<file path="src/hdl/arw_pkg.sv">
// ----------------------------------------------------------------------------
// Audio ring writer package
// Shared types, constants and register codes for the audio ring writer with
// drift-driven sample drop.
// ----------------------------------------------------------------------------
package arw_pkg;

  localparam int BufSlots = 1536;
  localparam int PtrW     = $clog2(BufSlots + 1);
  localparam int SlotW    = 11;
  localparam int CntW     = 20;
  localparam int TimeW    = 16;
  localparam int SampW    = 16;
  localparam int CfgDataW = 20;
  localparam int CfgIdxW  = 2;

  localparam logic [PtrW-1:0] PtrFull = PtrW'(BufSlots);
  localparam logic [PtrW-1:0] PtrHalf = PtrW'(BufSlots / 2);

  localparam logic [1:0] OP_HEADER  = 2'd0;
  localparam logic [1:0] OP_SAMPLE  = 2'd1;
  localparam logic [1:0] OP_TIMEOUT = 2'd2;

  localparam logic [CfgIdxW-1:0] REG_DRIFT_THRESHOLD = 2'd0;
  localparam logic [CfgIdxW-1:0] REG_DROP_INTERVAL   = 2'd1;
  localparam logic [CfgIdxW-1:0] REG_DISCARD_PACKETS = 2'd2;

  localparam logic signed [15:0] RstDriftThreshold = 16'sd7000;
  localparam logic [CntW-1:0]    RstDropInterval   = 20'd25000;
  localparam logic [15:0]        RstDiscardPackets = 16'd500;

  typedef struct packed {
    logic [1:0]       opcode;
    logic [TimeW-1:0] arrival_time;
    logic [TimeW-1:0] half_time;
    logic [SampW-1:0] sample_value;
  } arw_in_t;

  typedef struct packed {
    logic             write_valid;
    logic [SlotW-1:0] write_slot;
    logic [SampW-1:0] write_sample;
    logic             playback_start;
    logic             playback_pause;
    logic             sample_dropped;
  } arw_out_t;

  typedef struct packed {
    logic signed [15:0] drift_threshold;
    logic [CntW-1:0]    drop_interval;
    logic [15:0]        discard_packets;
  } arw_cfg_t;

  typedef struct packed {
    logic [PtrW-1:0]  write_pointer;
    logic [CntW-1:0]  kept_sample_counter;
    logic             drop_armed;
    logic             playing;
    logic [TimeW-1:0] packet_time;
    logic [15:0]      discarded_count;
    logic             discard_current;
  } arw_state_t;

endpackage

</file>
<file path="src/hdl/arw_step.sv">
// ----------------------------------------------------------------------------
// Audio ring writer step logic
// Next-state and result logic for one beat: header bookkeeping, ring slot
// writes with drift-driven drop, playback start and timeout pause.
// ----------------------------------------------------------------------------
module arw_step import arw_pkg::*; (
  input  arw_state_t state_i,
  input  arw_cfg_t   cfg_i,
  input  arw_in_t    item_i,
  output arw_state_t state_o,
  output arw_out_t   result_o
);

  logic [PtrW-1:0]    ptr_base;
  logic [PtrW-1:0]    ptr_inc;
  logic [CntW-1:0]    cnt_inc;
  logic signed [15:0] gap;
  logic               armed_base;

  always_comb begin
    gap        = signed'(state_i.packet_time - item_i.half_time);
    ptr_base   = state_i.write_pointer;
    armed_base = state_i.drop_armed;
    if (state_i.write_pointer >= PtrFull) begin
      ptr_base   = '0;
      armed_base = (gap < cfg_i.drift_threshold);
    end
    ptr_inc = ptr_base + PtrW'(1);
    cnt_inc = state_i.kept_sample_counter + CntW'(1);
  end

  always_comb begin
    state_o  = state_i;
    result_o = '0;
    case (item_i.opcode)
      OP_HEADER: begin
        state_o.packet_time = item_i.arrival_time;
        if (state_i.discarded_count < cfg_i.discard_packets) begin
          state_o.discarded_count = state_i.discarded_count + 16'd1;
          state_o.discard_current = 1'b1;
        end else begin
          state_o.discard_current = 1'b0;
        end
      end
      OP_SAMPLE: begin
        if (!state_i.discard_current) begin
          result_o.write_valid   = 1'b1;
          result_o.write_slot    = SlotW'(ptr_base);
          result_o.write_sample  = item_i.sample_value;
          state_o.write_pointer       = ptr_inc;
          state_o.drop_armed          = armed_base;
          state_o.kept_sample_counter = cnt_inc;
          if (cnt_inc == cfg_i.drop_interval) begin
            state_o.kept_sample_counter = '0;
            if (armed_base) begin
              state_o.write_pointer   = ptr_base;
              state_o.drop_armed      = 1'b0;
              result_o.sample_dropped = 1'b1;
            end
          end
          if (state_o.write_pointer == PtrHalf && !state_i.playing) begin
            state_o.playing         = 1'b1;
            result_o.playback_start = 1'b1;
          end
        end
      end
      OP_TIMEOUT: begin
        if (state_i.playing) begin
          state_o.playing         = 1'b0;
          result_o.playback_pause = 1'b1;
        end
        state_o.write_pointer = '0;
      end
      default: begin
        state_o = state_i;
      end
    endcase
  end

endmodule

</file>
<file path="src/hdl/audio_ring_writer_drift_drop_top.sv">
// ----------------------------------------------------------------------------
// Audio ring writer with drift drop, top level
// Takes headers, samples and timeouts, writes kept samples into the playback
// ring, drops at most one sample per ring pass at a drop-interval end when
// the stream runs ahead, and signals playback start and pause.
//
//   Channel  Direction  Handshake                Payload
//   in       input      in_valid_i / in_stall_o  arw_in_t
//   out      output     out_valid_o / out_stall_i arw_out_t
//   cfg      input      cfg_we_i                 cfg_idx_i, cfg_data_i
//
// Each beat yields one result beat in the cycle after it is accepted. A new
// beat is taken every cycle unless stalled; the state update is the only loop.
// The result register frees as its beat is taken, so a stalled output blocks
// input only while a result is pending.
// Reset restores the register defaults and clears the state and output valid.
// ----------------------------------------------------------------------------
module audio_ring_writer_drift_drop_top import arw_pkg::*; (
  input  logic                clk_i,
  input  logic                rst_ni,
  input  logic                in_valid_i,
  output logic                in_stall_o,
  input  arw_in_t             in_data_i,
  output logic                out_valid_o,
  input  logic                out_stall_i,
  output arw_out_t            out_data_o,
  input  logic                cfg_we_i,
  input  logic [CfgIdxW-1:0]  cfg_idx_i,
  input  logic [CfgDataW-1:0] cfg_data_i
);

  arw_cfg_t   cfg_q;
  arw_state_t state_q, state_d;
  arw_out_t   result_d, out_q;
  logic       out_valid_q;
  logic       in_accept;

  assign in_stall_o  = out_valid_q && out_stall_i;
  assign in_accept   = in_valid_i && !in_stall_o;
  assign out_valid_o = out_valid_q;
  assign out_data_o  = out_q;

  arw_step u_step (
    .state_i  (state_q),
    .cfg_i    (cfg_q),
    .item_i   (in_data_i),
    .state_o  (state_d),
    .result_o (result_d)
  );

  always_ff @(posedge clk_i or negedge rst_ni) begin
    if (!rst_ni) begin
      cfg_q.drift_threshold <= RstDriftThreshold;
      cfg_q.drop_interval   <= RstDropInterval;
      cfg_q.discard_packets <= RstDiscardPackets;
    end else if (cfg_we_i) begin
      unique case (cfg_idx_i)
        REG_DRIFT_THRESHOLD: cfg_q.drift_threshold <= signed'(cfg_data_i[15:0]);
        REG_DROP_INTERVAL:   cfg_q.drop_interval   <= cfg_data_i;
        REG_DISCARD_PACKETS: cfg_q.discard_packets <= cfg_data_i[15:0];
        default: begin
          cfg_q <= cfg_q;
        end
      endcase
    end
  end

  always_ff @(posedge clk_i or negedge rst_ni) begin
    if (!rst_ni) begin
      state_q     <= '0;
      out_valid_q <= 1'b0;
    end else if (in_accept) begin
      state_q     <= state_d;
      out_valid_q <= 1'b1;
    end else if (!out_stall_i) begin
      out_valid_q <= 1'b0;
    end
  end

  always_ff @(posedge clk_i) begin
    if (in_accept) begin
      out_q <= result_d;
    end
  end

  a_drop_needs_write: assert property (@(posedge clk_i) disable iff (!rst_ni)
    out_valid_o && out_data_o.sample_dropped |-> out_data_o.write_valid)
    else $error("sample drop reported without a ring write");

  a_start_pause_excl: assert property (@(posedge clk_i) disable iff (!rst_ni)
    out_valid_o |-> !(out_data_o.playback_start && out_data_o.playback_pause))
    else $error("playback start and pause in the same beat");

  a_ptr_in_range: assert property (@(posedge clk_i) disable iff (!rst_ni)
    state_q.write_pointer <= PtrFull)
    else $error("write pointer beyond the ring");

  a_result_follows: assert property (@(posedge clk_i) disable iff (!rst_ni)
    in_accept |=> out_valid_q)
    else $error("accepted beat produced no result");

endmodule

</file>
<file path="config.mk">
export PLATFORM = sky130hd
export DESIGN_NAME = audio_ring_writer_drift_drop_top
export DESIGN_NICKNAME = d
export VERILOG_FILES = /design/src/hdl/arw_pkg.sv /design/src/hdl/arw_step.sv /design/src/hdl/audio_ring_writer_drift_drop_top.sv
export SDC_FILE = /design/constraint.sdc
export NUM_CORES = 1
export LEC_CHECK = 0
export BUFFER_PORTS_ARGS = -buffer_cell sky130_fd_sc_hd__clkbuf_2
export CAP_MARGIN = 20
export CORE_ASPECT_RATIO = 0.8
export CORE_MARGIN = 5
export CORE_UTILIZATION = 54
export DETAILED_ROUTE_END_ITERATION = 8
export PLACE_DENSITY = 0.71
export RECOVER_POWER = 25
export SYNTH_ARGS = -nofsm -noshare
export SYNTH_HDL_FRONTEND = slang
export SYNTH_SLANG_ARGS = --single-unit
</file>
<file path="constraint.sdc">
create_clock -name clk_i -period 7.25 [get_ports clk_i]
set_clock_uncertainty 0.15 [all_clocks]
set_input_delay 0.725 -clock clk_i [delete_from_list [all_inputs] [get_ports clk_i]]
set_output_delay 0.725 -clock clk_i [all_outputs]
set_load 0.02 [all_outputs]
</file>
* Word level (Yosys, flattened, before mapping)
Index checks and enable logic that the tools add are counted.
Storage, ports and cells: register bits 150, input bits 77, output and inout bits 33, word-level logic and storage cells 71
Operators by class: add/sub/neg operators 4, $lt $le $gt $ge 3, equal/unequal tests 9, multiplexer cells 17, bitwise gates (word level) 3, reductions and logical operators 18
Operators with widths (number):
- $mux 32 | 3
- $mux 33 | 1
- $lt 16x16->1 | 2
- $mux 29 | 1
- $mux 11 | 2
- $pmux 11 s2 | 1
- $add 20x1->20 const B | 1
- $eq 20x20->1 | 1
- $add 16x1->16 const B | 1
- $sub 16x16->16 | 1
- $add 11x1->11 const B | 1
- $eq 11x10->1 const B | 1
- $ge 11x11->1 const B | 1
- $reduce_and 3->1 | 3
- $mux 1 | 8
- $reduce_and 2->1 | 4
- $eq 2x1->1 const B | 2
- $eq 2x2->1 const B | 2
- $logic_not 2->1 | 2
- $ne 2x1->1 const B | 2
- $reduce_and 4->1 | 1
- $logic_and 1x1->1 | 3
- $not 1->1 | 3
- $reduce_or 3->1 | 1
- 5 further kinds | 6

* Logic depth before layout (Yosys ltp)
Gate-level depths: netlist of the first run.
depth in word-level cells 12, mapped depth 22, mapped depth without buffers 22

* By module
From an unflattened synthesis of the first run, not the netlist that was laid out.
Unflattened totals: cells, all modules 893, area, all modules 9374.0 µm²
Modules (own cells, without submodules):
- audio_ring_writer_drift_drop_top | times used 1, cells each 285, area each 5396.4 µm², sequential area each 3932.5 µm²
- arw_step | times used 1, cells each 608, area each 3977.6 µm², sequential area each 0.0 µm²

* Least setup slack after synthesis of the first run
No wires, ideal clock.
path type input-to-reg, from in in_data_i[16] (netlist name), to reg out_q (netlist bit out_data_o[2]) (data pin), library setup time 0.169 ns, arrival time 4.680 ns, required time 6.931 ns, path slack 2.251 ns, stages on the path 20, cells stage by stage ha_1 -> fa_1 -> nor2b_1 -> o21ai_0 -> a21boi_0 -> o21ai_0 -> a21boi_0 -> o2111ai_1 -> nand2_1 -> nor2_1 -> xnor2_1 -> ha_1 -> o21ai_0 -> nor2_1 -> a2111oi_0 -> a21oi_1 -> o31ai_2 -> a311o_2 -> mux2_4 -> nor4b_2
On the way: word-level cells in the longest chain between the ends 10
RTL lines:
- from (decl) | RTL line audio_ring_writer_drift_drop_top.sv:23 | input arw_in_t in_data_i,
- $sub 16x16->16 | RTL line arw_step.sv:21 | gap = signed'(state_i.packet_time - item_i.half_time);
- $lt 16x16->1 | RTL line arw_step.sv:26 | armed_base = (gap < cfg_i.drift_threshold);
- $mux 1 | RTL line arw_step.sv:24 | if (state_i.write_pointer >= PtrFull) begin
- $mux 11 | RTL line arw_step.sv:55 | if (armed_base) begin
- $mux 32 | RTL line arw_step.sv:53 | if (cnt_inc == cfg_i.drop_interval) begin
- $mux 32 | RTL line arw_step.sv:46 | if (!state_i.discard_current) begin
- $mux 32 | RTL line arw_step.sv:35 | case (item_i.opcode)
- $eq 11x10->1 | RTL line arw_step.sv:61 | if (state_o.write_pointer == PtrHalf && !state_i.playing) begin
- $logic_and 1x1->1 | RTL line arw_step.sv:61
- $mux 1 | RTL line arw_step.sv:61
- to (signal assigned) | RTL line audio_ring_writer_drift_drop_top.sv:82 | out_q <= result_d;
- to (decl) | RTL line audio_ring_writer_drift_drop_top.sv:34 | arw_out_t result_d, out_q;
Every way passes these cells. The select of a mux whose other input is x is not followed. A chain may end at the register's enable or synchronous reset.

* Final worst setup path of the first run
Ends and elaborated chain as after synthesis.

==> results.md, run 1 <==
Timing:
- The highest clock frequency the design can meet is 184 MHz.
- Measured against its own limit, the worst slew margin works out to -0.493.
- At the pin with the least slew margin, the transition time is 2240 ps.
- The number of max-slew violations in the final report is 41.
- The post-route fraction of the period consumed by the critical path is 0.748.
- The number of hold violations in the final report is 0.
- After layout, the minimum clock period comes to 5420 ps.
- The number of failing setup endpoints in the final timing report is 0.
- After routing, the total negative slack on setup checks comes to 0 ps.
- Setup repair after global routing left no endpoint under its margin.

Finish:
- Relative to the synthesized area, the layout overhead comes to 14.5%.
- The share of layout cells above drive strength 1 is 0.241.
- The number of antenna diodes in the final layout is 0.
- The library cell used most frequently in the layout, excluding fill and tap cells, is clkbuf_2.
- The non-filler instance count after layout is 1199.
- The library cells used most frequently in the layout, excluding fill and tap cells, are 106 x clkbuf_2, 100 x dfrtp_1, 85 x nand2_1, 70 x o21ai_0, 62 x inv_1.
- The final net count is 1097.

Pwr:
- The leakage component of the power is 0.00448 uW.
- In this run the power density over the cells is 256 mW/mm^2.
- The maximum resistive drop on vdd is 0.188 mV.

Logic synthesis:
- Synthesis produced a netlist whose cell count is 874.
- The share of synthesized registers carrying an async set or reset is 0.793.
- The count of flip-flops with a built-in enable after synthesis is 31.
- Synthesis produced a netlist with a net count of 1000.
- In this run the cell area of the synthesized design comes to 0.00878 mm^2.
- The Yosys step of the flow raised 0 warnings.
- The total of flip-flops plus latches after synthesis is 150.
- The distinct cell type count after synthesis is 77.
- Of the synthesized area, sequential elements account for 0.448.
- The average size of a mapped cell is 10.0 um^2.
- In the synthesized netlist the dominant register cell turns out to be dfrtp_1.

Global routing:
- The overflow left after global routing is 0.
- The number of global-route vias before repair was 6464.
- The global-route usage over all layers is 0.217.
- The largest net degree at the start of global routing is 81.
- The number of antenna violations at the first check in global routing was 0.
- The global-route wire length before repair is 33.0 mm.

Setup path:
- Of all nets on the critical path, the largest fanout is 10.
- For the worst setup path, the data required time is 7360 ps.
- STA classifies the critical path startpoint as a primary input.
- STA classifies the critical path endpoint as a register.
- The setup path with the least slack is of type in2reg.
- The arrival time of the worst setup path is 5530 ps.

Detailed routing:
- The detail route stage leaves a number of antenna-violating nets equal to 0.
- Using the TritonRoute via totals, the vias-per-cell ratio works out to 5.64.
- The violation count after the first detailed-routing iteration is 532.
- The detailed-route DRC error count is 0.
- The first-pass detailed-route iteration total is 6.
- Summing over every cut layer, the via total after detailed routing is 6768.
- The final layout contains routed wiring with a total length of 19.9 mm.
- The average routed wire per standard cell is 16.6 um.

Clock network:
- The largest buffer count on any clock path is 2.
- The TritonCTS buffer count is 17.
- The insertion delay to the later sink of the worst-skew pair is 430 ps.
- The clock tree from TritonCTS is yes.
- In this run the post-CTS setup repair buffer count came out at 0.
- The hold buffer count at cts is 0.
- After clock tree synthesis, the clock-pin slew on the worst setup and hold paths is 60 ps.
- The root buffer selected by CTS is clkbuf_16.
- The total number of clock tree sinks is 150.
- The H-tree level count is 4.
- The count of instances resized after the clock tree is built is 0.

Placement:
- At the end of routability-driven placement, the weighted congestion stood at 0.863.
- During placement, the flow inserted port buffers numbering 109.
- The number of instances in the placed design is 1165.
- The half-perimeter wire length of the detailed placement result is 14.4 mm.

Die:
- The starting utilization of the core area is 0.554.
- The floorplan die height is 124 um.
- Row generation in the floorplan step produced 41 rows.
- The count of pins on the block boundary is 110.
- The total die area is 0.0189 mm^2.
- The die is 153 um wide.
- The core region is 0.0159 mm^2.

Job:
- The max-capacitance violation count is 1.

Outcome:
- The run finished, with violations left.
- The final reports fail on capacitance limit, slew limit.

Min path:
- The path class of the tightest hold or removal check is reg2reg.
-- logic make-up after synthesis --
group	Yosys count	share of synthesized area
compound gates	170	0.121
xor+xnor	54	0.0538
fa+ha+maj	49	0.0707
buf+inv	101	0.0470
flops	150	0.448
mux	59	0.0755
simple gates	291	0.184
-- per-layer routing --
metal	track usage	vias up	share of wire
li1	-	3313	-
met1	0.319	3204	0.49
met2	0.327	223	0.44
met3	0.0500	28	0.063
met4	0.0518	0	0.013
met5	0	-	0
-- state kept, by name, summed over array words and instances (netlist names) --
name	cells
state_q	66
cfg_q	52
out_data_o	31
out_valid_o	1
-- final cells by class --
cell class | count | area [um^2]
clock inverter | 10 | 100
sequential | 150 | 3930
timing repair buffer | 117 | 622
clock buffer | 22 | 464
tap | 215 | 269
fill | 1334 | 5790
inverter | 62 | 233
multi-input combinational | 623 | 4440
-- synthesized netlist by cell type (all sizes together), types with 19 or more instances --
| cell type | instances | area (um^2) |
|---|---|---|
| a21oi | 34 | 170 |
| and2 | 23 | 145 |
| and3 | 19 | 119 |
| clkbuf | 23 | 86.3 |
| dfrtp | 100 | 2500 |
| dfstp | 19 | 499 |
| edfxtp | 31 | 931 |
| ha | 48 | 601 |
| inv | 62 | 233 |
| mux2 | 55 | 623 |
| nand2 | 85 | 319 |
| nand3 | 27 | 140 |
| nand4 | 23 | 165 |
| nor2 | 39 | 146 |
| o21ai | 72 | 360 |
| xnor2 | 39 | 342 |
-- power by group --
group | total, uW | leakage [uW] | switching [uW] | internal [uW]
logic | 653 | 0.00244 | 352 | 301
clock network | 852 | 0.000263 | 360 | 492
registers | 1070 | 0.00177 | 86.6 | 986
-- final timing paths --
path | startpoint | to | slack [ps] | cells after the start
worst min register to register | state_q[0] | state_q[0] | 330 | 1
worst min-delay path | state_q[0] | state_q[0] | 330 | 1
min in group asynchronous | rst_ni | state_q[32] | 800 | 1
worst max register to register | state_q[17] | out_data_o[2] | 1840 | 21
worst max-delay path | in_data_i[16] | out_data_o[2] | 1830 | 21
max in group asynchronous | rst_ni | cfg_q[30] | 3820 | 3
-- stage by stage --
step | hold WS [ps] | util | area (um^2) | power [uW] | worst slack [ps]
after CTS | 135 | 0.633 | 10000 | 2590 | 1880
after detailed placement | 318 | 0.597 | 9470 | 1730 | 1440
final | 326 | 0.635 | 10100 | 2580 | 1830
after global placement | 311 | 0.597 | 9470 | 1720 | 1540
after floorplan | 279 | - | 8780 | 1560 | 2250
after global routing | 351 | 0.635 | 10100 | 2730 | 1300
-- worst max-delay path, stage by stage --
cell       delay, ps
clkbuf_2          80
ha_1             220
fa_1             410
nor2b_1          120
o21ai_0          110
a21boi_0         270
o21ai_0          150
a21boi_0         340
o2111ai_1        190
a31oi_1          360
xnor2_1          180
ha_1             250
a21oi_1          130
nor2b_1           50
o21ai_0          220
a21oi_1           90
o31ai_2          620
nand4_2          430
mux2i_1          260
a21oi_1          100
nor4b_2          230
Note: power is estimated with default switching activity, not from simulation.
==> run 2: changes to the inputs <==
==> constraint.sdc (replaced) <==
create_clock -name clk_i -period 5.5 [get_ports clk_i]
set_clock_uncertainty 0.15 [all_clocks]
set_input_delay 0.55 -clock clk_i [delete_from_list [all_inputs] [get_ports clk_i]]
set_output_delay 0.55 -clock clk_i [all_outputs]
set_load 0.02 [all_outputs]
==> results.md, run 2 (synthesis gave the netlist of run 1 again) <==
Setup path:
- The sort of element at the start of the critical path is a register.
- The arrival time of the worst setup path is 5110 ps.
- The slowest cell on the critical path is o31ai_2.
- The worst setup path is captured at a register.
- Among the stages of the critical path, the cell type that occurs most often is o21ai_0.
- The delay contributed by the slowest stage of the critical path is 430 ps.
- Of all nets on the critical path, the largest fanout is 4.
- The required time of the critical path is 5610 ps.
- Traced cell by cell, the critical path runs through inv_1 > ha_1 > fa_1 > nor2b_1 > o21ai_0 > a21boi_0 > o21ai_0 > a21boi_1 > o2111ai_1 > nand2_1 > nor2_1 > xnor2_1 > ha_1 > o21ai_0 > nor2_1 > a2111oi_0 > a21oi_1 > o31ai_2 > a311o_2 > mux2_4 > nor4b_2.
- The worst setup path is of the reg2reg kind.

Timing:
- The number of hold violations in the final report is 0.
- For this run, the top clock speed supported by timing is 200 MHz.
- In this run the tightest slew margin relative to its limit is -1.30.
- The accumulated negative setup slack is 0 ps.
- The post-route fraction of the period consumed by the critical path is 0.910.
- The actual transition at the worst max-transition pin is 3460 ps.
- Setup violations remaining at the end of the flow were counted as 0.
- Setup repair after global routing left no endpoint under its margin.
- The shortest period the worst path allows is 5000 ps.
- The number of max-slew violations in the final report came to 64.

Placement:
- Routability-driven placement finished with a final weighted congestion of 0.874.
- The count of input and output buffers is 109.
- The half-perimeter wire length of the detailed placement result is 14.9 mm.

Detailed routing:
- The first-pass detailed-route iteration total is 5.
- The violation count after the first detailed-routing iteration is 445.
- In the routed design, unresolved DRC markers number 0.
- The routed via count is 6821.
- In this run the remaining antenna-violating nets after routing total 0.
- Dividing the detail-routed via count by the number of cells gives 5.68.
- The aggregate routed wire length is 20.1 mm.
- After detailed routing, the average wire length per cell comes to 16.7 um.

Finish:
- The register name with the most flops is state_q.
- The final net count is 1098.
- The layout overhead on the synthesized area is 14.6%.
- Of the cells placed in the final design, the portion with a size suffix greater than 1 is 0.246.
- Fill cells in the final layout number 1330.
- 0 antenna diodes ended up in the layout.
- The register with the most flip-flops in the layout has 66 of them.
- The library cell used most frequently in the layout, excluding fill and tap cells, is clkbuf_2.
- In the layout the commonest cells are 107 x clkbuf_2, 100 x dfrtp_1, 85 x nand2_1, 70 x o21ai_0, 62 x inv_1.

Clock network:
- The clock tree from TritonCTS is yes.
- The number of gates resized after CTS was 0.
- The H-tree level count is 4.
- CTS placed an instance of clkbuf_16 at the clock tree root.
- After clock tree synthesis, the clock-pin slew on the worst setup and hold paths is 60 ps.
- The post-CTS setup buffer count is 0.
- The insertion delay to the later sink of the worst-skew pair is 430 ps.
- The largest buffer count on any clock path is 2.
- Clock tree synthesis inserted a total of 17 buffers.
- CTS saw 150 sinks.
- The hold buffer count at cts is 0.

Outcome:
- The run finished, with violations left.
- The final reports fail on capacitance limit, slew limit.

Pwr:
- IR analysis of the VDD net gives a maximum drop of 0.263 mV.
- Internal power comes to 2370 uW.
- The power density over the cells is 342 mW/mm^2.
- The share of total power dissipated in sequential elements is 0.411.
- The reported net switching power is 1070 uW.
- The total power draw is 3440 uW.
- The leakage component of the power is 0.00450 uW.
- The part of the total power dissipated in the clock network is 0.336.
- The combinational share of power is 0.253.
- Of the total power, the share spent switching nets is 0.311.

Die:
- During I/O placement, the number of pins put on the boundary was 110.
- The core region is 0.0159 mm^2.
- For this configuration, the core starts out at a cell density of 0.554.
- The chip width is 153 um.
- The die covers 0.0189 mm^2.
- The floorplan die height is 124 um.
- In this run the core area contains 41 standard-cell rows.

Global routing:
- The number of global-route vias before repair is 6557.
- After global routing the overflow that remains totals 0.
- The number of antenna violations at the first check in global routing is 0.
- Entering global routing, the biggest net connects 64 pins.
- The first global-routing pass estimated 33.2 mm of wire.
- The global-route usage over all layers is 0.218.

Min path:
- The path class of the tightest hold or removal check is in2reg.

Job:
- The max-capacitance violation count is 1.
run 2: metrics by stage:
stage                     instances  hold slack, ps  utilization  area [um^2]  worst slack, ps
final                          1200             180        0.635        10100              496
after global routing           1200             188        0.635        10100             76.6
after CTS                      1199            88.4        0.635        10100              404
after detailed placement       1167             333        0.598         9490              149
after global placement         1167             318        0.598         9490              301
after floorplan                 874             104            -         8780              676
run 2: layer usage:
| metal | vias up | GRT usage | wire length, um |
|---|---|---|---|
| met5 | - | 0 | 0 |
| met4 | 0 | 0.0568 | 184 |
| met2 | 191 | 0.340 | 8940 |
| met1 | 3289 | 0.312 | 9920 |
| met3 | 17 | 0.0465 | 1010 |
| li1 | 3324 | - | - |
run 2: power by group through the flow:
stage | Combinational [uW] | Sequential [uW] | Clock, uW
after floorplan | 650 | 1400 | 0
after global placement | 835 | 1430 | 0
after detailed placement | 860 | 1430 | 0
after CTS | 871 | 1410 | 1170
after global routing | 979 | 1440 | 1220
final | 870 | 1410 | 1160
run 2: final cells by class:
cell class	count	area, um^2	share of cell area
multi-input cells	623	4440	0.441
clock inverters	14	150	0.0149
clock buffers	18	429	0.0426
inverters	62	233	0.0231
flip-flops and latches	150	3930	0.391
well taps	215	269	0.0267
repair buffers	118	614	0.0610
run 2: path summary, 6_finish.rpt:
kind,slack [ps],cells past startpoint,start,endpoint
worst max-delay path,500,21,state_q[17],out_data_o[2]
worst min-delay path,180,2,in_valid_i,out_valid_o
worst max register to register,500,21,state_q[17],out_data_o[2]
worst min register to register,340,1,state_q[16],state_q[16]
max in group asynchronous,1910,2,rst_ni,cfg_q[35]
min in group asynchronous,1140,1,rst_ni,state_q[32]
run 2: worst max-delay path, delay by kind of cell, from the launching register on:
family	cells	cell delay (ps)
simple gates	5	570
flops	1	340
mux	1	310
xor+xnor	1	120
fa+ha+maj	3	900
compound gates	10	2370
buf+inv	1	50
